## src/first_fit_block_allocator_defines.svh

```systemverilog
// Assertion helpers used by the allocator control RTL.
`ifndef FIRST_FIT_BLOCK_ALLOCATOR_DEFINES_SVH
`define FIRST_FIT_BLOCK_ALLOCATOR_DEFINES_SVH

`ifndef SYNTHESIS

`define FBA_ASSERT_IMP(label, clk_i, rst_i, ante, cons) \
  label: assert property (@(posedge clk_i) disable iff (!rst_i) (ante) |-> (cons)) \
    else $error("allocator check failed");

`define FBA_ASSERT_NXT(label, clk_i, rst_i, ante, cons) \
  label: assert property (@(posedge clk_i) disable iff (!rst_i) (ante) |=> (cons)) \
    else $error("allocator check failed");

`else

`define FBA_ASSERT_IMP(label, clk_i, rst_i, ante, cons)

`define FBA_ASSERT_NXT(label, clk_i, rst_i, ante, cons)

`endif

`endif

```

## src/fba_pkg.sv

```systemverilog
`timescale 1ns / 1ps

package fba_pkg;

  localparam int DESCRIPTORS = 1024;
  localparam int IDX_W       = $clog2(DESCRIPTORS);
  localparam int CNT_W       = $clog2(DESCRIPTORS + 1);
  localparam int DESC_IDX_W  = 10;
  localparam int CFG_AW      = 3;

  localparam logic OP_ALLOC = 1'b0;
  localparam logic OP_FREE  = 1'b1;

  localparam logic [1:0] ST_OK       = 2'd0;
  localparam logic [1:0] ST_NOFIT    = 2'd1;
  localparam logic [1:0] ST_NOSPARE  = 2'd2;
  localparam logic [1:0] ST_NOTFOUND = 2'd3;

  localparam logic REG_POOL_SIZE   = 1'b0;
  localparam logic REG_CANARY_SIZE = 1'b1;

  localparam logic [31:0] POOL_SIZE_RST   = 32'd504857600;
  localparam logic [7:0]  CANARY_SIZE_RST = 8'd10;

  typedef struct packed {
    logic        busy;
    logic [31:0] offset;
    logic [31:0] size;
    logic [31:0] span;
  } desc_t;

  typedef struct packed {
    logic             we;
    logic [IDX_W-1:0] waddr;
    desc_t            wdata;
    logic [IDX_W-1:0] raddr;
  } mem_req_t;

  typedef struct packed {
    logic [31:0] pool_size;
    logic [7:0]  canary_size;
  } cfg_t;

endpackage

```

## src/fba_cfg_regs.sv

```systemverilog
`timescale 1ns / 1ps

module fba_cfg_regs (
  input  logic                      clk,
  input  logic                      rst_n,
  input  logic                      cfg_psel,
  input  logic                      cfg_penable,
  input  logic                      cfg_pwrite,
  input  logic [fba_pkg::CFG_AW-1:0] cfg_paddr,
  input  logic [31:0]               cfg_pwdata,
  output logic [31:0]               cfg_prdata,
  output logic                      cfg_pready,
  output fba_pkg::cfg_t             cfg
);
  import fba_pkg::*;

  logic [31:0] pool_size_r, pool_size_nxt;
  logic [7:0]  canary_size_r, canary_size_nxt;
  logic        wr_en;
  logic        reg_sel;

  assign cfg_pready = 1'b1;
  assign wr_en      = cfg_psel & cfg_penable & cfg_pwrite;
  // word index only: byte lanes below bit 2 are ignored
  assign reg_sel    = cfg_paddr[2];

  always_comb begin
    pool_size_nxt   = pool_size_r;
    canary_size_nxt = canary_size_r;
    if (wr_en) begin
      case (reg_sel)
        REG_POOL_SIZE:   pool_size_nxt   = cfg_pwdata;
        REG_CANARY_SIZE: canary_size_nxt = cfg_pwdata[7:0];
        default: ;
      endcase
    end
  end

  always_ff @(posedge clk) begin
    if (!rst_n) begin
      pool_size_r   <= POOL_SIZE_RST;
      canary_size_r <= CANARY_SIZE_RST;
    end else begin
      pool_size_r   <= pool_size_nxt;
      canary_size_r <= canary_size_nxt;
    end
  end

  always_comb begin
    case (reg_sel)
      REG_POOL_SIZE:   cfg_prdata = pool_size_r;
      REG_CANARY_SIZE: cfg_prdata = {24'd0, canary_size_r};
      default:         cfg_prdata = 32'd0;
    endcase
  end

  assign cfg.pool_size   = pool_size_r;
  assign cfg.canary_size = canary_size_r;

endmodule

```

## config.mk

```make
export PLATFORM = sky130hd
export DESIGN_NAME = fba_cfg_regs
export DESIGN_NICKNAME = d
export VERILOG_FILES = /design/src/first_fit_block_allocator_defines.svh /design/src/fba_pkg.sv /design/src/fba_cfg_regs.sv
export SDC_FILE = /design/constraint.sdc
export NUM_CORES = 1
export LEC_CHECK = 0
export BUFFER_PORTS_ARGS = -buffer_cell sky130_fd_sc_hd__buf_2
export CORE_MARGIN = 4
export CORE_UTILIZATION = 35
export CTS_CLUSTER_DIAMETER = 30
export CTS_CLUSTER_SIZE = 24
export DETAILED_ROUTE_END_ITERATION = 8
export GPL_TIMING_DRIVEN = 0
export PLACE_DENSITY = 0.67
export SLEW_MARGIN = 20
export SYNTH_ARGS = -nofsm -noshare
export SYNTH_HDL_FRONTEND = slang
export SYNTH_SLANG_ARGS = --single-unit
```

## constraint.sdc

```tcl
create_clock -name clk -period 1.3 [get_ports clk]
set_input_delay 0.26 -clock clk [delete_from_list [all_inputs] [get_ports clk]]
set_output_delay 0.26 -clock clk [all_outputs]
set_load 0.01 [all_outputs]
```

==> PnR_summary.wiki, run 1 <==
{| class="wikitable"
! Metric !! Value
|-
| Status || finished, final reports clean
|-
| RSZ-0062 raised after global routing || yes
|-
| Cell types occupying the most area after synthesis || sky130_fd_sc_hd__dfxtp_1 42%, sky130_fd_sc_hd__mux2i_1 21%, sky130_fd_sc_hd__nor2b_1 16%, sky130_fd_sc_hd__nand2_1 9.7%, sky130_fd_sc_hd__mux2_2 4.7%
|-
| Cell Area, Placed || 2550 µm²
|-
| Worst-case clock skew || 0 ns
|-
| Die footprint || 6760 µm²
|-
| Number of input and output port buffers inserted || 107
|-
| Antenna cells || 0
|-
| Final antenna-violating net count || 0
|-
| Worst hold margin || 0.208 ns
|-
| Number of unique standard cell types used by synthesis || 14
|-
| Top-area cell type share of the netlist area || 41.6%
|-
| Starting density of the core || 37.0%
|-
| H-tree lvl count || 2
|-
| Worst-Skew Late Latency || 0.29 ns
|-
| Total non-filler cell area in the finished layout || 2770 µm²
|-
| Xor/xnor share of the synthesized area || 0%
|-
| Worst-path clk slew || 0.08 ns
|-
| Area fraction in compound gates after synthesis || 0%
|-
| Number of synthesized register bits || 40
|-
| Layout-stage area growth over the synthesis result || 43.7%
|-
| Max Fanout on Critical Path || 3
|-
| Post-synth design cell area || 1930 µm²
|-
| Vias after detailed routing || 1,753
|-
| Type of element capturing the critical path || output port
|-
| I/O pin cnt || 113
|-
| Average wire length per cell after detail routing || 13.3 µm
|-
| Average instance area after synthesis || 9.31 µm²
|-
| Pin count of the biggest net entering global routing || 14
|-
| Synthesized instance count || 207
|-
| Number of hold violations in the final report || 0
|-
| Area share of fa/ha/maj cells after synthesis || 0%
|-
| Grt total ovfl || 0
|-
| Share of synthesized cell area in and, or, nand and nor gates || 26.6%
|-
| Number of iterations in the first detailed-routing pass || 2
|-
| Startpoint of the worst-slack reg-to-reg timing path || canary_size_r[0]
|-
| Root buffer cell || sky130_fd_sc_hd__clkbuf_8
|-
| Global-route wire length before repair || 8.05 mm
|-
| Worst max-slew margin expressed relative to the limit || 66.3%
|-
| Max Clk Rate || 774 MHz
|-
| Clock tree from TritonCTS || yes
|-
| Hold buffer count at CTS || 0
|-
| Number of cells on the worst reg-to-reg path || 3
|-
| Max cap viols || 0
|-
| Number of buffers on the longest clock path || 2
|-
| Synthesis warning total || 0
|-
| CP Data Required Time || 1.04 ns
|-
| Post-route fraction of the period consumed by the critical path || 99.4%
|-
| Routability-driven placement congestion ratio || 0.673
|-
| VDD IR max || 527 µV
|-
| Core region area || 5200 µm²
|-
| Count of unresolved DRC violations after routing || 0
|-
| Setup slack on the worst flop-to-flop path || 0.60 ns
|-
| Antenna violations before repair || 0
|-
| Type of the setup path with the least slack || reg2out
|-
| Critical path data arrival time || 1.03 ns
|-
| All-layer global routing usage || 15.7%
|-
| Top cell type by total area after synthesis || sky130_fd_sc_hd__dfxtp_1
|-
| Capturing instance or port of the critical path || cfg_prdata[4]
|-
| Net count of the mapped netlist || 247
|-
| Source of the critical timing path || pool_size_r[4]
|-
| Final routed wirelength across all metal layers || 5.23 mm
|-
| Leakage component of the power || 1.31 nW
|-
| Drt initial violations || 32
|-
| Areal power density over the cells || 956 nW/µm²
|-
| Count of standard-cell rows || 26
|-
| Transition time at the pin with the least slew margin || 0.505 ns
|-
| Max Transition Viols Final || 0
|-
| Setup total negative slack || 0 ns
|-
| Path class of the lowest-slack min-delay path || in2reg
|-
| Startpoint class of the critical path || flop
|-
| Detailed placer's ending HPWL || 3.88 mm
|-
| Critical register-to-register path endpoint || canary_size_r[0]
|-
| Number of nets in the layout || 363
|-
| Main combinational cell family by area after synthesis || simple AND/OR/NAND/NOR gates
|-
| Sequential fraction of the synthesis area || 41.6%
|-
| Clock net sink count || 40
|-
| Setup-failing EPs final || 0
|-
| Die boundary width || 82.2 µm
|-
| Detailed-route vias per instance || 4.45
|-
| Die Ht || 82.2 µm
|-
| Total power after layout || 2.65 mW
|-
| Total CTS buffers || 5
|-
| Final period demand of the worst path || 1.29 ns
|-
| Vias in the first global route || 1,750
|-
| Share of post-route cells with drive strength above 1 || 46.0%
|-
| Post-synthesis mux area share || 25.5%
|}
[cell type report]
| cell class | count | area (µm²) |
|---|---|---|
| fillers | 517 | 2440 |
| clock inverters | 3 | 42.5 |
| repair buffers | 109 | 594 |
| plain buffers | 17 | 128 |
| flip-flops and latches | 40 | 818 |
| well taps | 70 | 87.6 |
| multi-input cells | 150 | 1030 |
| clock buffers | 5 | 68.8 |
[timing repair]
action,CTS,global route
resized for setup,2,31
hold endpoints to repair,0,0
pin swaps,0,0
setup endpoints to repair,6,28
buffers inserted,0,2
[metrics by stage]
step	util [%]	instances	worst slack, ns
2_1_floorplan	-	207	0.127
3_3_place_gp	49.0	384	-0.0919
5_1_grt	53.2	394	-0.0338
3_5_place_dp	49.0	384	-0.0938
4_1_cts	51.2	392	0.000920
6_report	53.2	394	0.00791
[worst min path at each step]
stage / from / slack (ns) / to / cells past startpoint
after floorplan: cfg_pwdata[11] / 0.40 / pool_size_r[11] / 2
after global placement: pool_size_r[14] / 0.45 / pool_size_r[14] / 2
after detailed placement: pool_size_r[1] / 0.46 / pool_size_r[1] / 2
after CTS: cfg_pwdata[31] / 0.20 / pool_size_r[31] / 3
after global routing: cfg_pwdata[11] / 0.21 / pool_size_r[11] / 3
final: cfg_pwdata[31] / 0.21 / pool_size_r[31] / 3
[cells in the mapped netlist, drive strengths merged]
library cell,count
and4,1
conb,1
and4b,1
dfxtp,40
buf,8
nand2,50
nor2b,48
clkbuf,9
mux2,8
mux2i,40
nand4,1
[routing by layer]
layer	wire length (µm)	track usage (%)	vias to the layer above
met5	0	0	-
met4	33	3.99	0
met3	546	6.07	4
met2	2360	25.5	73
met1	2300	19.3	784
li1	-	-	892
[cells by family after synthesis]
family,count (synthesis)
other,1
and+or+nand+nor,101
muxes,48
buffers and inverters,17
DFF,40
[state kept, by name, summed over array words and instances, names as in the netlist]
name,flops
pool_size_r,32
canary_size_r,8
[worst max-delay path, cell delays in order (launching register included)]
cell and delay [ns]:
sky130_fd_sc_hd__dfxtp_2 0.34, sky130_fd_sc_hd__mux2_4 0.28, sky130_fd_sc_hd__buf_6 0.13
[layout by cell type (no fill, tap or decap), types with 5 or more instances in the layout]
cell type and count:
sky130_fd_sc_hd__nor2b_1 48, sky130_fd_sc_hd__clkbuf_8 5, sky130_fd_sc_hd__mux2i_1 40, sky130_fd_sc_hd__buf_2 101
sky130_fd_sc_hd__dfxtp_2 14, sky130_fd_sc_hd__buf_6 10, sky130_fd_sc_hd__nand2_1 50, sky130_fd_sc_hd__clkbuf_1 7
sky130_fd_sc_hd__mux2_4 6, sky130_fd_sc_hd__dfxtp_1 26
[power by group]
group          switching, mW  total [mW]  leakage [nW]  internal, mW
Clock                  0.443        1.01        0.0541         0.568
Sequential            0.0186        1.27         0.329          1.25
Combinational          0.182       0.364         0.925         0.181
Total                  0.644        2.65          1.31          2.00
(Power assumes the default switching activity.)
==> inputs of run 2 (changes only) <==
Settings changed: BUFFER_PORTS_ARGS -buffer_cell sky130_fd_sc_hd__buf_2 to unset, DONT_BUFFER_PORTS set to 1, MAX_ROUTING_LAYER set to met4, PLACE_DENSITY 0.67 to 0.49, SETUP_SLACK_MARGIN set to 0.2.
==> run 2 against run 1 <==
Via count down 19%. Critical endpoint unchanged. Combinational power down 24%. Die area unchanged. First-iteration DRC count up 31%. Critical path type unchanged. Register-to-register slack worse by 0.03 ns.
==> PnR_summary.wiki, run 2 (synthesized netlist as in run 1, its figures left out) <==
{| class="wikitable"
! Metric !! Value
|-
| Antenna cells || 0 (unchanged)
|-
| WP buf/inv || 0 (-1)
|-
| Layout-stage area growth over the synthesis result || 28.1%
|-
| Instance count after placement with tap cells included || 277 (-28%)
|-
| Average wire length per cell after detail routing || 18.1 µm (+36%)
|-
| Pin count of the biggest net entering global routing || 14 (unchanged)
|-
| Total non-filler cell area in the finished layout || 2470 µm² (-11%)
|-
| Share of post-route cells with drive strength above 1 || 41.9% (-4.1 points)
|-
| Final period demand of the worst path || 1.21 ns (-0.0861 ns)
|-
| Grt total ovfl || 0 (unchanged)
|-
| Leakage component of the power || 0.929 nW (-29%)
|-
| WL met2 || 2.67 mm (+13%)
|-
| Final cell count without fillers || 285 (-28%)
|-
| Setup total negative slack || 0 ns (unchanged)
|-
| Vias in the first global route || 1,492 (-15%)
|-
| Top layer used by detailed routing || met4
|-
| Type of element capturing the critical path || output port
|-
| Number of flip-flops in the largest register || 32 (unchanged)
|-
| Setup Fix Bufs, Post-CTS || 0 (unchanged)
|-
| Clock tree from TritonCTS || yes
|-
| Startpoint class of the critical path || flop
|-
| Final antenna-violating net count || 0 (unchanged)
|-
| Largest stage delay on the critical path || 0.37 ns (+0.03 ns)
|-
| Number of buffers on the longest clock path || 2 (unchanged)
|-
| Largest delay contributor family on the critical path || flip-flops
|-
| Number of gates resized after CTS || 116 (+114)
|-
| Clock net sink count || 40 (unchanged)
|-
| Part of the power in combinational logic || 10.9% (-2.8 points)
|-
| Antenna violations before repair || 0 (unchanged)
|-
| Routability-driven placement congestion ratio || 0.678 (+0.74%)
|-
| Cell Area, Placed || 2020 µm² (-21%)
|-
| Max Transition Viols Final || 0 (unchanged)
|-
| Status || finished, final reports clean
|-
| Transition time at the pin with the least slew margin || 0.511 ns (+0.00613 ns)
|-
| Worst max-slew margin expressed relative to the limit || 65.9% (-0.41 points)
|-
| CP Data Required Time || 1.04 ns (about the same)
|-
| Detailed placer's ending HPWL || 3.76 mm (-3.0%)
|-
| Max stage delay cell, worst path || sky130_fd_sc_hd__dfxtp_4
|-
| Worst-case clock skew || 0 ns (unchanged)
|-
| RSZ-0062 raised after global routing || yes
|-
| Final routed wirelength across all metal layers || 5.17 mm (-1.3%)
|-
| Most used cells in the layout excluding fill and tap cells || 50 x sky130_fd_sc_hd__nand2_1, 40 x sky130_fd_sc_hd__mux2i_1, 29 x sky130_fd_sc_hd__dfxtp_4, 24 x sky130_fd_sc_hd__nor2b_4, 24 x sky130_fd_sc_hd__nor2b_1
|-
| Total power after layout || 2.53 mW (-4.3%)
|-
| Clock network power share || 39.8% (+1.6 points)
|-
| Hold buffer count at CTS || 0 (unchanged)
|-
| H-tree lvl count || 2 (unchanged)
|-
| Total CTS buffers || 5 (unchanged)
|-
| Detailed-route vias per instance || 5.00 (+12%)
|-
| Areal power density over the cells || 1030 nW/µm² (+7.4%)
|-
| All-layer global routing usage || 15.6% (-0.044 points)
|-
| Number of input and output port buffers inserted || 0 (-100%)
|-
| Length of routed wiring on met1 || 2.06 mm (-10%)
|-
| I/O pin cnt || 113 (unchanged)
|-
| Internal power consumption || 1.90 mW (-5.2%)
|-
| Die boundary width || 82.2 µm (unchanged)
|-
| Routed wl met3 || 360 µm (-34%)
|-
| Worst hold margin || 0.0985 ns (-0.110 ns)
|-
| Core region area || 5200 µm² (unchanged)
|-
| Root buffer cell || sky130_fd_sc_hd__clkbuf_8
|-
| Global-route wire length before repair || 7.67 mm (-4.8%)
|-
| Setup-failing EPs final || 0 (unchanged)
|-
| Type of the setup path with the least slack || reg2out
|-
| Max Fanout on Critical Path || 3 (unchanged)
|-
| Max Clk Rate || 829 MHz (+7.1%)
|-
| Vias after detailed routing || 1,426 (-19%)
|-
| Post-route fraction of the period consumed by the critical path || 92.8% (-6.6 points)
|-
| Top register by number of flip-flops || pool_size_r
|-
| Drt initial violations || 42 (+31%)
|-
| Count of unresolved DRC violations after routing || 0 (unchanged)
|-
| Die Ht || 82.2 µm (unchanged)
|-
| Share of total power in sequential cells || 49.2% (+1.1 points)
|-
| Max cap viols || 0 (unchanged)
|-
| Die footprint || 6760 µm² (unchanged)
|-
| Worst path cell trace || mux2_4
|-
| Critical path data arrival time || 0.95 ns (-0.08 ns)
|-
| Number of hold violations in the final report || 0 (unchanged)
|-
| NetSw || 0.634 mW (-1.4%)
|-
| Most common library cell in the layout ignoring fill and taps || sky130_fd_sc_hd__nand2_1
|-
| VDD IR max || 405 µV (-23%)
|-
| Starting density of the core || 37.0% (unchanged)
|-
| Registers with the most flip-flops || pool_size_r (32), canary_size_r (8)
|-
| Path class of the lowest-slack min-delay path || in2reg
|-
| Worst-path clk slew || 0.08 ns (about the same)
|-
| Number of iterations in the first detailed-routing pass || 3 (+1)
|-
| Switching share of power || 25.0% (+0.73 points)
|-
| Count of standard-cell rows || 26 (unchanged)
|-
| Worst-Skew Late Latency || 0.29 ns (about the same)
|-
| Number of nets in the layout || 254 (-30%)
|}
-- run 2: changes by cell type in the layout (fill, tap and decap cells not counted), sizes merged --
cell	delta
buf	-107
clkbuf	-2
-- run 2: through the flow --
stage               setup slack, ns  util (%)
CTS                          0.0890      46.8
detailed placement           0.0414      38.8
global route                 0.0601      47.4
global placement             0.0820      38.8
finish                       0.0940      47.4
floorplan                     0.183         -
-- run 2: layout make-up --
class                           instances  area [µm²]
Multi-Input combinational cell        150        1210
Clock inverter                          3        42.5
Sequential cell                        40         923
Clock buffer                            5        68.8
Tap cell                               70        87.6
Buffer                                 17         140
Fill cell                             504        2740
-- run 2: final timing paths --
| kind | cells after the start | start | end | slack (ns) |
|---|---|---|---|---|
| max reg2reg | 2 | pool_size_r[26] | pool_size_r[26] | 0.57 |
| max | 1 | pool_size_r[4] | cfg_prdata[4] | 0.09 |
| min reg2reg | 2 | pool_size_r[3] | pool_size_r[3] | 0.50 |
| min | 2 | cfg_pwdata[13] | pool_size_r[13] | 0.1 |
-- run 2: metal layers --
metal / vias up / global-route usage (%)
met5: - / -
met4: 0 / 4.82
met2: 66 / 25.7
li1: 678 / -
met1: 675 / 18.1
met3: 7 / 4.99
-- run 2: power groups by stage --
stage	Combinational, mW	Clock [mW]	Sequential (mW)
finish	0.277	1.01	1.25
floorplan	0.183	0	1.31
detailed placement	0.227	0	1.32
global placement	0.222	0	1.32
global route	0.302	1.11	1.25
CTS	0.277	1.04	1.26
