==> config.mk <==
export PLATFORM = sky130hd
export DESIGN_NAME = fba_ctrl
export DESIGN_NICKNAME = d
export VERILOG_FILES = /design/src/fba_pkg.sv /design/src/fba_ctrl.sv
export VERILOG_INCLUDE_DIRS = /design/src /design/src/src
export SDC_FILE = /design/constraint.sdc
export NUM_CORES = 1
export LEC_CHECK = 0
export BUFFER_PORTS_ARGS = -buffer_cell sky130_fd_sc_hd__buf_2
export CELL_PAD_IN_SITES_DETAIL_PLACEMENT = 0
export CELL_PAD_IN_SITES_GLOBAL_PLACEMENT = 2
export CORE_UTILIZATION = 35
export CTS_BUF_LIST = sky130_fd_sc_hd__clkbuf_4 sky130_fd_sc_hd__clkbuf_8 sky130_fd_sc_hd__clkbuf_16
export DETAILED_ROUTE_END_ITERATION = 16
export PLACE_DENSITY_LB_ADDON = 0.1
export SLEW_MARGIN = 30
export SYNTH_ARGS = -nofsm -noshare
export SYNTH_HDL_FRONTEND = slang
export SYNTH_SLANG_ARGS = --single-unit
==> constraint.sdc <==
create_clock -name clk -period 7.4 [get_ports clk]
set_clock_uncertainty 0.2 [all_clocks]
set_input_delay 1.48 -clock clk [delete_from_list [all_inputs] [get_ports clk]]
set_output_delay 1.48 -clock clk [all_outputs]
set_load 0.01 [all_outputs]
==> src/first_fit_block_allocator_defines.svh <==
// Assertion helpers used by the allocator control RTL.
`ifndef FIRST_FIT_BLOCK_ALLOCATOR_DEFINES_SVH
`define FIRST_FIT_BLOCK_ALLOCATOR_DEFINES_SVH

`ifndef SYNTHESIS

`define FBA_ASSERT_IMP(label, clk_i, rst_i, ante, cons) \
  label: assert property (@(posedge clk_i) disable iff (!rst_i) (ante) |-> (cons)) \
    else $error("allocator check failed");

`define FBA_ASSERT_NXT(label, clk_i, rst_i, ante, cons) \
  label: assert property (@(posedge clk_i) disable iff (!rst_i) (ante) |=> (cons)) \
    else $error("allocator check failed");

`else

`define FBA_ASSERT_IMP(label, clk_i, rst_i, ante, cons)

`define FBA_ASSERT_NXT(label, clk_i, rst_i, ante, cons)

`endif

`endif

==> src/fba_pkg.sv <==
`timescale 1ns / 1ps

package fba_pkg;

  localparam int DESCRIPTORS = 1024;
  localparam int IDX_W       = $clog2(DESCRIPTORS);
  localparam int CNT_W       = $clog2(DESCRIPTORS + 1);
  localparam int DESC_IDX_W  = 10;
  localparam int CFG_AW      = 3;

  localparam logic OP_ALLOC = 1'b0;
  localparam logic OP_FREE  = 1'b1;

  localparam logic [1:0] ST_OK       = 2'd0;
  localparam logic [1:0] ST_NOFIT    = 2'd1;
  localparam logic [1:0] ST_NOSPARE  = 2'd2;
  localparam logic [1:0] ST_NOTFOUND = 2'd3;

  localparam logic REG_POOL_SIZE   = 1'b0;
  localparam logic REG_CANARY_SIZE = 1'b1;

  localparam logic [31:0] POOL_SIZE_RST   = 32'd504857600;
  localparam logic [7:0]  CANARY_SIZE_RST = 8'd10;

  typedef struct packed {
    logic        busy;
    logic [31:0] offset;
    logic [31:0] size;
    logic [31:0] span;
  } desc_t;

  typedef struct packed {
    logic             we;
    logic [IDX_W-1:0] waddr;
    desc_t            wdata;
    logic [IDX_W-1:0] raddr;
  } mem_req_t;

  typedef struct packed {
    logic [31:0] pool_size;
    logic [7:0]  canary_size;
  } cfg_t;

endpackage

==> src/fba_ctrl.sv <==
`timescale 1ns / 1ps
`include "first_fit_block_allocator_defines.svh"

module fba_ctrl (
  input  logic                          clk,
  input  logic                          rst_n,
  input  fba_pkg::cfg_t                 cfg,
  input  logic                          in_valid,
  output logic                          in_ready,
  input  logic                          in_opcode,
  input  logic [31:0]                   in_req_size,
  input  logic [31:0]                   in_block_addr,
  output logic                          out_valid,
  input  logic                          out_ready,
  output logic [1:0]                    out_status,
  output logic [31:0]                   out_result_addr,
  output logic [fba_pkg::DESC_IDX_W-1:0] out_desc_index,
  output fba_pkg::mem_req_t             mem_req,
  input  fba_pkg::desc_t                rd_data
);
  import fba_pkg::*;

  localparam logic [2:0] S_IDLE   = 3'd0;
  localparam logic [2:0] S_SETUP  = 3'd1;
  localparam logic [2:0] S_SCAN   = 3'd2;
  localparam logic [2:0] S_SPLIT  = 3'd3;
  localparam logic [2:0] S_FITWR  = 3'd4;
  localparam logic [2:0] S_FREEWR = 3'd5;
  localparam logic [2:0] S_RESP   = 3'd6;

  localparam logic [CNT_W-1:0] CNT_FULL = CNT_W'(DESCRIPTORS);

  logic [2:0]       state_r, state_nxt;
  logic             op_r, op_nxt;
  logic [31:0]      req_r, req_nxt;
  logic [31:0]      addr_r, addr_nxt;
  logic [32:0]      g_r, g_nxt;
  logic [CNT_W-1:0] ptr_r, ptr_nxt;
  logic             chk_vld_r, chk_vld_nxt;
  logic [CNT_W-1:0] chk_idx_r, chk_idx_nxt;
  logic [CNT_W-1:0] count_r, count_nxt;
  logic [IDX_W-1:0] fit_idx_r, fit_idx_nxt;
  desc_t            fit_r, fit_nxt;
  logic [1:0]       res_status_r, res_status_nxt;
  logic [31:0]      res_addr_r, res_addr_nxt;
  logic [IDX_W-1:0] res_idx_r, res_idx_nxt;
  logic             out_valid_r, out_valid_nxt;
  logic [1:0]       out_status_r, out_status_nxt;
  logic [31:0]      out_addr_r, out_addr_nxt;
  logic [IDX_W-1:0] out_idx_r, out_idx_nxt;

  logic             hit;
  logic             last;
  logic [31:0]      setup_size;
  logic [32:0]      rest_wide;

  assign hit  = (op_r == OP_ALLOC) ? (!rd_data.busy && (rd_data.size > req_r))
                                   : (rd_data.offset == addr_r);
  assign last = (chk_idx_r == (count_r - 1'b1));

  assign setup_size = (cfg.pool_size > {24'd0, cfg.canary_size})
                    ? (cfg.pool_size - {24'd0, cfg.canary_size}) : 32'd0;
  assign rest_wide  = {1'b0, fit_r.size} - g_r;

  assign in_ready = (state_r == S_IDLE);

  always_comb begin
    state_nxt      = state_r;
    op_nxt         = op_r;
    req_nxt        = req_r;
    addr_nxt       = addr_r;
    g_nxt          = g_r;
    ptr_nxt        = ptr_r;
    chk_vld_nxt    = chk_vld_r;
    chk_idx_nxt    = chk_idx_r;
    count_nxt      = count_r;
    fit_idx_nxt    = fit_idx_r;
    fit_nxt        = fit_r;
    res_status_nxt = res_status_r;
    res_addr_nxt   = res_addr_r;
    res_idx_nxt    = res_idx_r;
    out_valid_nxt  = out_valid_r;
    out_status_nxt = out_status_r;
    out_addr_nxt   = out_addr_r;
    out_idx_nxt    = out_idx_r;

    mem_req       = '0;
    mem_req.raddr = ptr_r[IDX_W-1:0];

    // drop the held result once taken
    if (out_valid_r && out_ready) begin
      out_valid_nxt = 1'b0;
    end

    case (state_r)
      S_IDLE: begin
        if (in_valid) begin
          op_nxt      = in_opcode;
          req_nxt     = in_req_size;
          addr_nxt    = in_block_addr;
          g_nxt       = {1'b0, in_req_size} + {25'd0, cfg.canary_size};
          ptr_nxt     = '0;
          chk_vld_nxt = 1'b0;
          if (count_r == '0) begin
            if (in_opcode == OP_ALLOC) begin
              state_nxt = S_SETUP;
            end else begin
              res_status_nxt = ST_NOTFOUND;
              res_addr_nxt   = 32'd0;
              res_idx_nxt    = '0;
              state_nxt      = S_RESP;
            end
          end else begin
            state_nxt = S_SCAN;
          end
        end
      end
      S_SETUP: begin
        mem_req.we           = 1'b1;
        mem_req.waddr        = '0;
        mem_req.wdata.busy   = 1'b0;
        mem_req.wdata.offset = 32'd0;
        mem_req.wdata.size   = setup_size;
        mem_req.wdata.span   = cfg.pool_size;
        count_nxt            = CNT_W'(1);
        ptr_nxt              = '0;
        chk_vld_nxt          = 1'b0;
        state_nxt            = S_SCAN;
      end
      S_SCAN: begin
        // one read issued and one entry checked per cycle
        ptr_nxt     = ptr_r + 1'b1;
        chk_vld_nxt = 1'b1;
        chk_idx_nxt = ptr_r;
        if (chk_vld_r) begin
          if (hit) begin
            fit_idx_nxt = chk_idx_r[IDX_W-1:0];
            fit_nxt     = rd_data;
            chk_vld_nxt = 1'b0;
            if (op_r == OP_FREE) begin
              state_nxt = S_FREEWR;
            end else if (count_r == CNT_FULL) begin
              res_status_nxt = ST_NOSPARE;
              res_addr_nxt   = 32'd0;
              res_idx_nxt    = '0;
              state_nxt      = S_RESP;
            end else begin
              state_nxt = S_SPLIT;
            end
          end else if (last) begin
            chk_vld_nxt    = 1'b0;
            res_status_nxt = (op_r == OP_ALLOC) ? ST_NOFIT : ST_NOTFOUND;
            res_addr_nxt   = 32'd0;
            res_idx_nxt    = '0;
            state_nxt      = S_RESP;
          end
        end
      end
      S_SPLIT: begin
        // remainder goes into the first unused entry
        mem_req.we           = 1'b1;
        mem_req.waddr        = count_r[IDX_W-1:0];
        mem_req.wdata.busy   = 1'b0;
        mem_req.wdata.offset = fit_r.offset + g_r[31:0];
        mem_req.wdata.span   = fit_r.span - g_r[31:0];
        mem_req.wdata.size   = ({1'b0, fit_r.size} > g_r) ? rest_wide[31:0] : 32'd0;
        count_nxt            = count_r + 1'b1;
        state_nxt            = S_FITWR;
      end
      S_FITWR: begin
        mem_req.we           = 1'b1;
        mem_req.waddr        = fit_idx_r;
        mem_req.wdata.busy   = 1'b1;
        mem_req.wdata.offset = fit_r.offset;
        mem_req.wdata.size   = req_r;
        mem_req.wdata.span   = g_r[31:0];
        res_status_nxt       = ST_OK;
        res_addr_nxt         = fit_r.offset;
        res_idx_nxt          = fit_idx_r;
        state_nxt            = S_RESP;
      end
      S_FREEWR: begin
        mem_req.we         = 1'b1;
        mem_req.waddr      = fit_idx_r;
        mem_req.wdata      = fit_r;
        mem_req.wdata.busy = 1'b0;
        res_status_nxt     = ST_OK;
        res_addr_nxt       = 32'd0;
        res_idx_nxt        = fit_idx_r;
        state_nxt          = S_RESP;
      end
      S_RESP: begin
        // hold until the output register is free
        if (!out_valid_r || out_ready) begin
          out_valid_nxt  = 1'b1;
          out_status_nxt = res_status_r;
          out_addr_nxt   = res_addr_r;
          out_idx_nxt    = res_idx_r;
          state_nxt      = S_IDLE;
        end
      end
      default: begin
        state_nxt = S_IDLE;
      end
    endcase
  end

  always_ff @(posedge clk) begin
    if (!rst_n) begin
      state_r     <= S_IDLE;
      count_r     <= '0;
      chk_vld_r   <= 1'b0;
      out_valid_r <= 1'b0;
    end else begin
      state_r     <= state_nxt;
      count_r     <= count_nxt;
      chk_vld_r   <= chk_vld_nxt;
      out_valid_r <= out_valid_nxt;
    end
  end

  always_ff @(posedge clk) begin
    op_r         <= op_nxt;
    req_r        <= req_nxt;
    addr_r       <= addr_nxt;
    g_r          <= g_nxt;
    ptr_r        <= ptr_nxt;
    chk_idx_r    <= chk_idx_nxt;
    fit_idx_r    <= fit_idx_nxt;
    fit_r        <= fit_nxt;
    res_status_r <= res_status_nxt;
    res_addr_r   <= res_addr_nxt;
    res_idx_r    <= res_idx_nxt;
    out_status_r <= out_status_nxt;
    out_addr_r   <= out_addr_nxt;
    out_idx_r    <= out_idx_nxt;
  end

  assign out_valid       = out_valid_r;
  assign out_status      = out_status_r;
  assign out_result_addr = out_addr_r;
  assign out_desc_index  = DESC_IDX_W'(out_idx_r);

  `FBA_ASSERT_IMP(a_wr_state, clk, rst_n, mem_req.we,
    (state_r == S_SETUP) || (state_r == S_SPLIT) || (state_r == S_FITWR) ||
    (state_r == S_FREEWR))
  `FBA_ASSERT_IMP(a_count_max, clk, rst_n, 1'b1, count_r <= CNT_FULL)
  `FBA_ASSERT_IMP(a_split_spare, clk, rst_n, state_r == S_SPLIT,
    (count_r < CNT_FULL) && (count_r != '0))
  `FBA_ASSERT_IMP(a_chk_range, clk, rst_n, (state_r == S_SCAN) && chk_vld_r,
    chk_idx_r < count_r)
  `FBA_ASSERT_NXT(a_accept_busy, clk, rst_n, in_valid && in_ready, state_r != S_IDLE)

endmodule
==> results of run 1 <==
## area by class of cell
cell class,count,area [um2]
Fill cell,5745,33300
Multi-Input combinational cell,1461,10200
Sequential cell,330,9750
Timing Repair Buffer,395,2050
Clock buffer,45,1060
Tap cell,765,957
Inverter,126,473
Clock inverter,30,299
Antenna cell,3,7.51
## metrics by stage
step	hold slack, ns	std cells	area [um2]
after floorplan	0.200	1997	20800
after global routing	0.225	3155	24800
final	0.217	3155	24800
after detailed placement	0.205	3077	23500
after CTS	0.220	3152	24800
after global placement	0.201	3077	23500
## routing by layer
layer  share of wire, %  routed length (um)  track usage [%]
met1                 47               36300             35.6
met2                 45               34600             39.3
met3                5.5                4210             4.16
met4                2.5                1890             6.72
met5                  0                   0                0
## flip-flops by register name, summed over array words and instances (netlist names), 3 cells and up
| name | flops |
|---|---|
| chk_idx_r | 11 |
| count_r | 11 |
| g_r | 33 |
| out_result_addr | 32 |
| req_r | 32 |
| fit_r | 96 |
| addr_r | 32 |
| ptr_r | 11 |
| res_addr_r | 32 |
| fit_idx_r | 10 |
| state_r | 3 |
| out_desc_index | 10 |
| res_idx_r | 10 |
## path summary, 6_finish.rpt
path	slack (ns)	endpoint	from	cells after the start
worst max-delay path	0.97	mem_req[73]	cfg[8]	15
worst min-delay path	0.22	out_result_addr[28]	res_addr_r[28]	0
worst max register to register	3.02	fit_r[81]	req_r[27]	11
worst min register to register	0.22	out_result_addr[28]	res_addr_r[28]	0
## critical path: stages
cell	delay (ns)
buf_2	0.09
inv_1	0.08
ha_1	0.18
inv_1	0.06
fa_1	0.41
a21o_1	0.18
a21oi_1	0.24
o21ai_1	0.17
o31ai_1	0.27
buf_4	0.23
o2111ai_1	0.12
and3_1	0.39
buf_4	0.31
a221o_1	0.37
buf_2	0.16
## cell usage in the layout, fill, tap and decap left out, drive strengths merged, types with 7 or more instances in the layout
cell	instances
nor2b	14
o21bai	8
o21a	23
nor4	10
a21oi	137
o21ai	105
xor2	77
a21boi	8
clkinv	19
nand2	149
a211oi	22
ha	145
o31ai	18
nand2b	11
and3	64
mux2i	59
edfxtp	314
xnor2	105
or2	7
and2	14
dfxtp	16
o211ai	7
o221ai	23
a31oi	14
o22ai	21
nand3	42
inv	127
nor2	144
or3	8
a221o	9
a21o	54
clkbuf	45
nand4	32
buf	395
nor3	50
## kinds of logic after synthesis
kind of cell / share of synthesized area [%]
xor gates and xnor gates: 7.72
buffers and inverters: 3.94
DFF: 47.0
AOI/OAI and AO/OA: 15.7
and+or+nand+nor: 13.4
adders and majority gates: 9.23
muxes: 2.95
## power groups by stage
stage | combinational [W] | sequential (W) | clock (W)
6_report | 0.00154 | 0.00241 | 0.00205
3_3_place_gp | 0.00154 | 0.00244 | 0
4_1_cts | 0.00154 | 0.00241 | 0.00210
3_5_place_dp | 0.00153 | 0.00245 | 0
2_1_floorplan | 0.000982 | 0.00239 | 0
5_1_grt | 0.00168 | 0.00243 | 0.00217
==> results.txt, run 1 <==
layout cell share with drive strength beyond 1: 21.0%
Cell variety after synth: 80
CTS resizes: 0
Pre-Repair DR Iteration Count: 5
max-cap check violation count: 0
Total GRT Usage: 25.1%
worst slew pin tran: 0.950 ns
f_max: 156 MHz
Worst Path Required: 5.72 ns
most common cell in the netlist: edfxtp_1
clk_lat worst skew: 0.58 ns
maximum vdd drop: 0.164 mV
DRC viols: 0
Synth Flop Type: edfxtp_1
Gate power share: 25.7%
global route overflow: 0
Final Cycle Share: 86.8%
Syn-to-layout area delta: 19.7%
pre-CTS setup slack: 1.07 ns
Antenna Nets Post-Route: 0
post-CTS setup buffers: 0
Die Area: 60,300 um2
largest net degree at the start of global routing: 63
antenna violations before repair: 4
Static Leak: 10.4 nW
Sinks on Clock Net: 330
HP Class: reg2reg
die span in x: 245 um
FF+latch count, synth: 330
htree depth: 2
Post-synth ARST share: 0%
switch share: 32.8%
Post-synth EDFFs: 314
CP arrival: 4.75 ns
Clk pwr share: 34.2%
post-synth top area share: 45.4%
critical path fanouts, max: 20
Setup WS post-layout: 0.975 ns
slew margin rel.: 36.6%
global-route wire length before repair: 111,000 um
Worst Setup End Kind: output port
initial core utilization: 35.7%
vias in the first global route: 16,700
Yosys warnings: 0
fin util: 42.7%
nets@finish: 2,711
Crit Path Class: in2out
outcome: finished, final reports clean
routed wire length: 76,900 um
setup total negative slack: 0 ns
Die Height: 245 um
P_sw: 0.00196 W
Power Total: 0.00600 W
Syn Nets: 2,353
cell taking the most area after synthesis: edfxtp_1
Int Power: 0.00403 W
CTS Hold Bufs: 0
RSZ-0062 raised after global routing: false
via/cell ratio: 5.39
Vias: 17,000
min Tclk post-route: 6.43 ns
RePlAce Congestion: 0.898
TritonCTS clock tree: built
Post-Syn Area per Cell: 10.4 um2
core area: 58,100 um2
cts bufs inserted: 41
final hold vios: 0
row count: 88
Routed WL per cell: 24.4 um
synthesized instance count: 1,997
Slew Viols, Final: 0
sequential power share: 40.2%
final setup fails: 0
CTS root buf: clkbuf_16
pwr dens: 241 nW/um2
top cells by area, synth: edfxtp_1 (45%), ha_1 (8.7%), xnor2_1 (4.4%)
Port Buffers: 369
Worst setup SP type: primary input
boundary pin count: 370
initial DRC count: 1,068
Post-Syn Area: 20,800 um2
Post-DP HPWL: 60,100 um
CTS max path bufs: 3
CTS clock-pin slew for the worst setup and hold paths: 0.06 ns
Seq/Total Area, Yosys: 47.0%
Commonest cells post-synth: edfxtp_1 (314), nand2_1 (149), ha_1 (145)
Power figures use the tool's default switching activity.
==> run 2: changes to the inputs <==
==> constraint.sdc (replaced) <==
create_clock -name clk -period 7.4 [get_ports clk]
set_clock_uncertainty 0.2 [all_clocks]
set_input_delay 1.48 -clock clk [delete_from_list [all_inputs] [get_ports clk]]
set_output_delay 1.48 -clock clk [all_outputs]
set_load 0.005 [all_outputs]
==> results.txt, run 2 (synthesis results as in run 1) <==
grt met2 use: 39.5% (+0.19 points)
Syn-to-layout area delta: 19.6%
Worst Setup End Kind: output port
Antenna Nets Post-Route: 0 (unchanged)
clk_lat worst skew: 0.58 ns (about the same)
CTS root buf: clkbuf_16
vias in the first global route: 16,500 (-1.2%)
Port Buffers: 369 (unchanged)
row count: 88 (unchanged)
initial core utilization: 35.7% (unchanged)
f_max: 156 MHz (+0.33%)
grt met3 use: 3.53% (-0.63 points)
htree depth: 2 (unchanged)
max-cap check violation count: 0 (unchanged)
RePlAce Congestion: 0.904 (+0.59%)
Routed WL per cell: 24.2 um (-0.68%)
Worst Path Required: 5.72 ns (about the same)
outcome: finished, final reports clean
max reg flops: 96 (unchanged)
nets@finish: 2,710 (-0.037%)
Top reg by flops: fit_r
setup total negative slack: 0 ns (unchanged)
critical path fanouts, max: 20 (unchanged)
final hold vios: 0 (unchanged)
M1 GR Usage: 35.3% (-0.26 points)
layout cell share with drive strength beyond 1: 20.8% (-0.20 points)
largest registers: fit_r: 96 flops, g_r: 33 flops
HP Class: reg2reg
pwr dens: 238 nW/um2 (-1.5%)
commonest non-fill, non-tap cells in the layout: buf_2 (369), edfxtp_1 (314), nand2_1 (148), ha_1 (145), nor2_1 (140)
global-route wire length before repair: 110,000 um (-1.1%)
worst slew pin tran: 1.03 ns (+0.0763 ns)
Static Leak: 10.3 nW (about the same)
die span in x: 245 um (unchanged)
post-CTS setup buffers: 0 (unchanged)
busiest grt layer: met2
most common cell after layout, fill and taps aside: buf_2
Final Cycle Share: 86.5% (-0.28 points)
slew margin rel.: 31.0% (-5.7 points)
Sinks on Clock Net: 330 (unchanged)
CTS clock-pin slew for the worst setup and hold paths: 0.06 ns (about the same)
routed wire length: 76,300 um (-0.87%)
boundary pin count: 370 (unchanged)
Die Height: 245 um (unchanged)
Post-DP HPWL: 60,200 um (+0.13%)
RSZ-0062 raised after global routing: false
Crit Path Class: in2out
cts bufs inserted: 40 (-2.4%)
largest net degree at the start of global routing: 63 (unchanged)
via/cell ratio: 5.40 (+0.20%)
maximum vdd drop: 0.169 mV (+2.6%)
CTS Hold Bufs: 0 (unchanged)
Vias: 17,000 (+0.012%)
Total GRT Usage: 24.8% (-0.24 points)
Pre-Repair DR Iteration Count: 5 (unchanged)
Worst setup SP type: primary input
DRC viols: 0 (unchanged)
TritonCTS clock tree: built
final setup fails: 0 (unchanged)
core area: 58,100 um2 (unchanged)
antenna violations before repair: 4 (unchanged)
min Tclk post-route: 6.40 ns (-0.0210 ns)
Die Area: 60,300 um2 (unchanged)
post-route cell area: 24,800 um2 (-0.12%)
Slew Viols, Final: 0 (unchanged)
CTS resizes: 0 (unchanged)
CTS max path bufs: 3 (unchanged)
initial DRC count: 1,079 (+1.0%)
global route overflow: 0 (unchanged)
CP arrival: 4.72 ns (-0.03 ns)
dpl cell area: 23,500 um2 (+0.15%)
-- run 2: final timing paths --
kind | to | depth (start not counted) | from | slack, ns
worst max register to register | fit_r[76] | 11 | req_r[25] | 3.08
worst min register to register | out_result_addr[31] | 0 | res_addr_r[31] | 0.22
worst max-delay path | mem_req[73] | 15 | cfg[8] | 1.0
worst min-delay path | out_result_addr[31] | 0 | res_addr_r[31] | 0.22
-- run 2: final cells by class --
type / count / area (um2)
tap: 765 / 957
clock buffer: 48 / 1080
antenna: 3 / 7.51
multi-input combinational: 1461 / 10200
sequential: 330 / 9750
clock inverter: 21 / 223
fill: 5714 / 33300
inverter: 126 / 473
timing repair buffer: 395 / 2090
-- run 2: power breakdown --
part	leakage, nW	internal (W)	total [W]	switching [W]
Combinational	6.66	0.000573	0.00150	0.000929
Sequential	3.05	0.00228	0.00241	0.000129
Clock	0.632	0.00115	0.00199	0.000836
-- run 2: critical path, stage by stage --
cell and delay, ns:
buf_2 0.09, inv_1 0.07, ha_1 0.19, inv_1 0.06, fa_1 0.41, a21o_1 0.18
a21oi_1 0.24, o21ai_1 0.16, o31ai_1 0.24, buf_4 0.22, o2111ai_1 0.13, and3_1 0.39
buf_4 0.31, a221o_1 0.38, buf_2 0.14
-- run 2: stage by stage --
stage               hold WS, ns  instances  setup slack, ns  util [%]  power, W
floorplan                 0.200       1997             1.13         -   0.00334
global placement          0.201       3075             1.10      40.3   0.00394
detailed placement        0.205       3077             1.01      40.4   0.00394
CTS                       0.219       3146            0.993      42.7   0.00595
global route              0.225       3149            0.842      42.7   0.00617
finish                    0.218       3149            0.996      42.7   0.00590
-- run 2: routing by layer --
layer / vias up / routed length, um
li1: 8136 / -
met1: 8308 / 35700
met5: - / 0
met2: 512 / 35100
met3: 61 / 4090
met4: 0 / 1400
==> run 3: changes to the inputs <==
Settings changed: ABC_AREA from default to 1, CORE_UTILIZATION 35 to 34.
==> results.txt, run 3 <==
outcome: finished, final reports clean
post-synthesis mux area share: 0% (-3.0 points)
Pre-Repair DR Iteration Count: 5 (unchanged)
most common cell after layout, fill and taps aside: nand2_1
TritonCTS clock tree: built
Antenna Nets Post-Route: 0 (unchanged)
post-CTS setup buffers: 0 (unchanged)
Post-Syn Area per Cell: 8.43 um2 (-19%)
worst hold slack: 0.214 ns (-0.00360 ns)
setup total negative slack: 0 ns (unchanged)
FF+latch count, synth: 330 (unchanged)
Worst setup SP type: primary input
fraction of the mapped netlist area in compound gates: 14.7% (-1.1 points)
CTS max path bufs: 3 (unchanged)
Worst Setup End Kind: output port
FF-to-FF Start: req_r[15]
RePlAce Congestion: 0.948 (+5.0%)
cell taking the most area after synthesis: edfxtp_1
largest net degree at the start of global routing: 97 (+54%)
Seq/Total Area, Yosys: 44.8% (-2.2 points)
most common cell in the netlist: nand2_1
Top reg by flops: fit_r
Adder-Cell Fraction of Synth Area: 8.79% (-0.44 points)
core area: 63,200 um2 (+8.7%)
Die Area: 65,100 um2 (+8.0%)
hold endpoint: out_result_addr[15]
Sinks on Clock Net: 330 (unchanged)
boundary pin count: 370 (unchanged)
largest registers: fit_r: 96 flops, g_r: 33 flops
Port Buffers: 369 (unchanged)
internal reg-to-reg setup slack: 3.26 ns (+0.18 ns)
Synth Flop Type: edfxtp_1
cts bufs inserted: 42 (+5.0%)
Worst Path Required: 5.72 ns (about the same)
RSZ-0062 raised after global routing: false
slew margin rel.: 30.0% (-0.93 points)
Post-synth ARST share: 0% (unchanged)
pwr dens: 314 nW/um2 (+32%)
CTS clock-pin slew for the worst setup and hold paths: 0.06 ns (about the same)
CTS resizes: 0 (unchanged)
DRC viols: 0 (unchanged)
CTS Hold Bufs: 0 (unchanged)
Total GRT Usage: 26.0% (+1.2 points)
Cell variety after synth: 58 (-28%)
Die Height: 255 um (+3.9%)
Reg-to-Reg End: fit_r[63]
max-cap check violation count: 0 (unchanged)
maximum vdd drop: 0.215 mV (+28%)
top cells by area, synth: edfxtp_1 (43%), nand2_1 (8.7%), ha_1 (8.3%)
Final Cycle Share: 84.3% (-2.3 points)
Syn Nets: 2,940 (+25%)
commonest non-fill, non-tap cells in the layout: nand2_1 (502), buf_2 (369), inv_1 (337), edfxtp_1 (314), nor2_1 (270)
Yosys warnings: 0 (unchanged)
CTS root buf: clkbuf_16
Routed WL per cell: 22.5 um (-7.0%)
final hold vios: 0 (unchanged)
largest family of logic cells by synthesized area: simple AND/OR/NAND/NOR gates
CP arrival: 4.55 ns (-0.17 ns)
final setup fails: 0 (unchanged)
clk_lat worst skew: 0.58 ns (about the same)
via/cell ratio: 5.18 (-4.1%)
HP Class: reg2reg
global-route wire length before repair: 124,000 um (+13%)
row count: 92 (+4.5%)
htree depth: 2 (unchanged)
worst reg2reg path depth: 13 (+2)
post-synth top area share: 43.3% (-2.2 points)
Synth Area in XOR/XNOR: 3.50% (-4.2 points)
Post-Syn Area: 21,800 um2 (+5.0%)
critical path fanouts, max: 20 (unchanged)
worst slew pin tran: 1.04 ns (+0.0162 ns)
FF+latch area: 9750 um2 (about the same)
layout cell share with drive strength beyond 1: 17.3% (-3.5 points)
antenna violations before repair: 7 (+3)
Setup WS post-layout: 1.17 ns (+0.169 ns)
Crit Path Class: in2out
die span in x: 255 um (+3.9%)
f_max: 160 MHz (+2.7%)
simple-gate share of the synthesized area: 21.1% (+7.6 points)
initial core utilization: 34.5% (-1.2 points)
Post-DP HPWL: 69,100 um (+15%)
routed wire length: 86,500 um (+13%)
pre-CTS setup slack: 1.23 ns (+0.220 ns)
max reg flops: 96 (unchanged)
Slew Viols, Final: 0 (unchanged)
hold path cells: 0 (unchanged)
min Tclk post-route: 6.23 ns (-0.169 ns)
initial DRC count: 1,540 (+43%)
global route overflow: 0 (unchanged)
Layout fillers: 6,507 (+14%)
Commonest cells post-synth: nand2_1 (503), inv_1 (337), edfxtp_1 (314)
synthesized instance count: 2,584 (+29%)
Multi-input gate area: 10,500 um2 (+2.6%)
Post-synth EDFFs: 314 (unchanged)
Syn-to-layout area delta: 19.5% (about the same)
Vias: 19,900 (+17%)
Static Leak: 11.4 nW (+9.7%)
Hold Crit Start: res_addr_r[15]
vias in the first global route: 19,100 (+15%)
nets@finish: 3,313 (+22%)
fin util: 41.2% (-1.5 points)
run 3: changes by cell type after synthesis, moves of 28 or more:
cell | before | now
nand2_1 | 149 | 503
inv_1 | 124 | 337
nor2_1 | 144 | 273
nand3_1 | 42 | 122
a21oi_1 | 137 | 210
o21ai_0 | 101 | 166
xnor2_1 | 104 | 40
and3_1 | 63 | 4
mux2i_1 | 59 | 0
xor2_1 | 77 | 47
a21o_1 | 54 | 26
clkbuf_1 | 60 | 32
run 3: area by class of cell:
class / count / area share, %
antenna: 2 / 0.0192
clock buffer: 52 / 4.48
clock inverter: 24 / 0.985
inverter: 346 / 4.99
multi-input combinational: 1854 / 40.3
sequential: 330 / 37.4
tap: 846 / 4.06
timing repair buffer: 383 / 7.67
run 3: logic make-up (layout without fill, tap and decap cells):
group                    after synthesis  in the layout
flip-flops                           330            330
XOR/XNOR                              87             87
adder cells (fa/ha/maj)              150            150
AO/OA/AOI/OAI                        553            553
buffers and inverters                400            805
other                                  0              2
AND/OR/NAND/NOR                     1064           1064
run 3: worst max-delay path, stage by stage:
cell	delay, ns
buf_2	0.11
inv_1	0.05
ha_1	0.14
inv_1	0.07
fa_1	0.41
nand3_1	0.12
nand3_1	0.08
nand2_1	0.13
o21ai_2	0.10
a21boi_1	0.21
nand2_1	0.14
o21ai_1	0.13
nand2_1	0.06
nand2_1	0.49
inv_2	0.35
nand3_1	0.15
nand3_1	0.08
inv_1	0.06
o21ai_1	0.06
buf_2	0.14
run 3: report_power, final:
| group | leakage (nW) | internal (W) | switching (W) |
|---|---|---|---|
| sequential | 3.06 | 0.00261 | 0.000236 |
| combinational | 7.58 | 0.00102 | 0.00218 |
| clock | 0.714 | 0.00127 | 0.000863 |
run 3: worst max path at each step:
| stage | startpoint | end | slack [ns] | cells after the start |
|---|---|---|---|---|
| after floorplan | in_valid | addr_r[0] | 1.06 | 2 |
| final | cfg[8] | mem_req[73] | 1.17 | 20 |
| after CTS | cfg[8] | mem_req[73] | 1.24 | 20 |
| after global placement | cfg[8] | mem_req[73] | 1.30 | 20 |
| after detailed placement | cfg[8] | mem_req[73] | 1.23 | 20 |
| after global routing | cfg[8] | mem_req[60] | 0.91 | 18 |
run 3: per-stage QoR:
stage / std cells / total power [W] / cell area, um2
2_1_floorplan: 2584 / 0.00475 / 21800
3_3_place_gp: 3758 / 0.00605 / 24600
3_5_place_dp: 3758 / 0.00607 / 24600
4_1_cts: 3834 / 0.00823 / 26000
5_1_grt: 3836 / 0.00869 / 26000
6_report: 3837 / 0.00817 / 26000
run 3: per-layer routing:
metal | routed length, um | GRT usage (%) | share of wire, % | vias to the layer above
met5 | 56 | 0 | 0.065 | -
met4 | 1660 | 6.06 | 1.9 | 10
met3 | 5240 | 4.17 | 6.1 | 84
met2 | 39800 | 42.4 | 46 | 617
met1 | 39700 | 36.0 | 46 | 9483
li1 | - | - | - | 9700
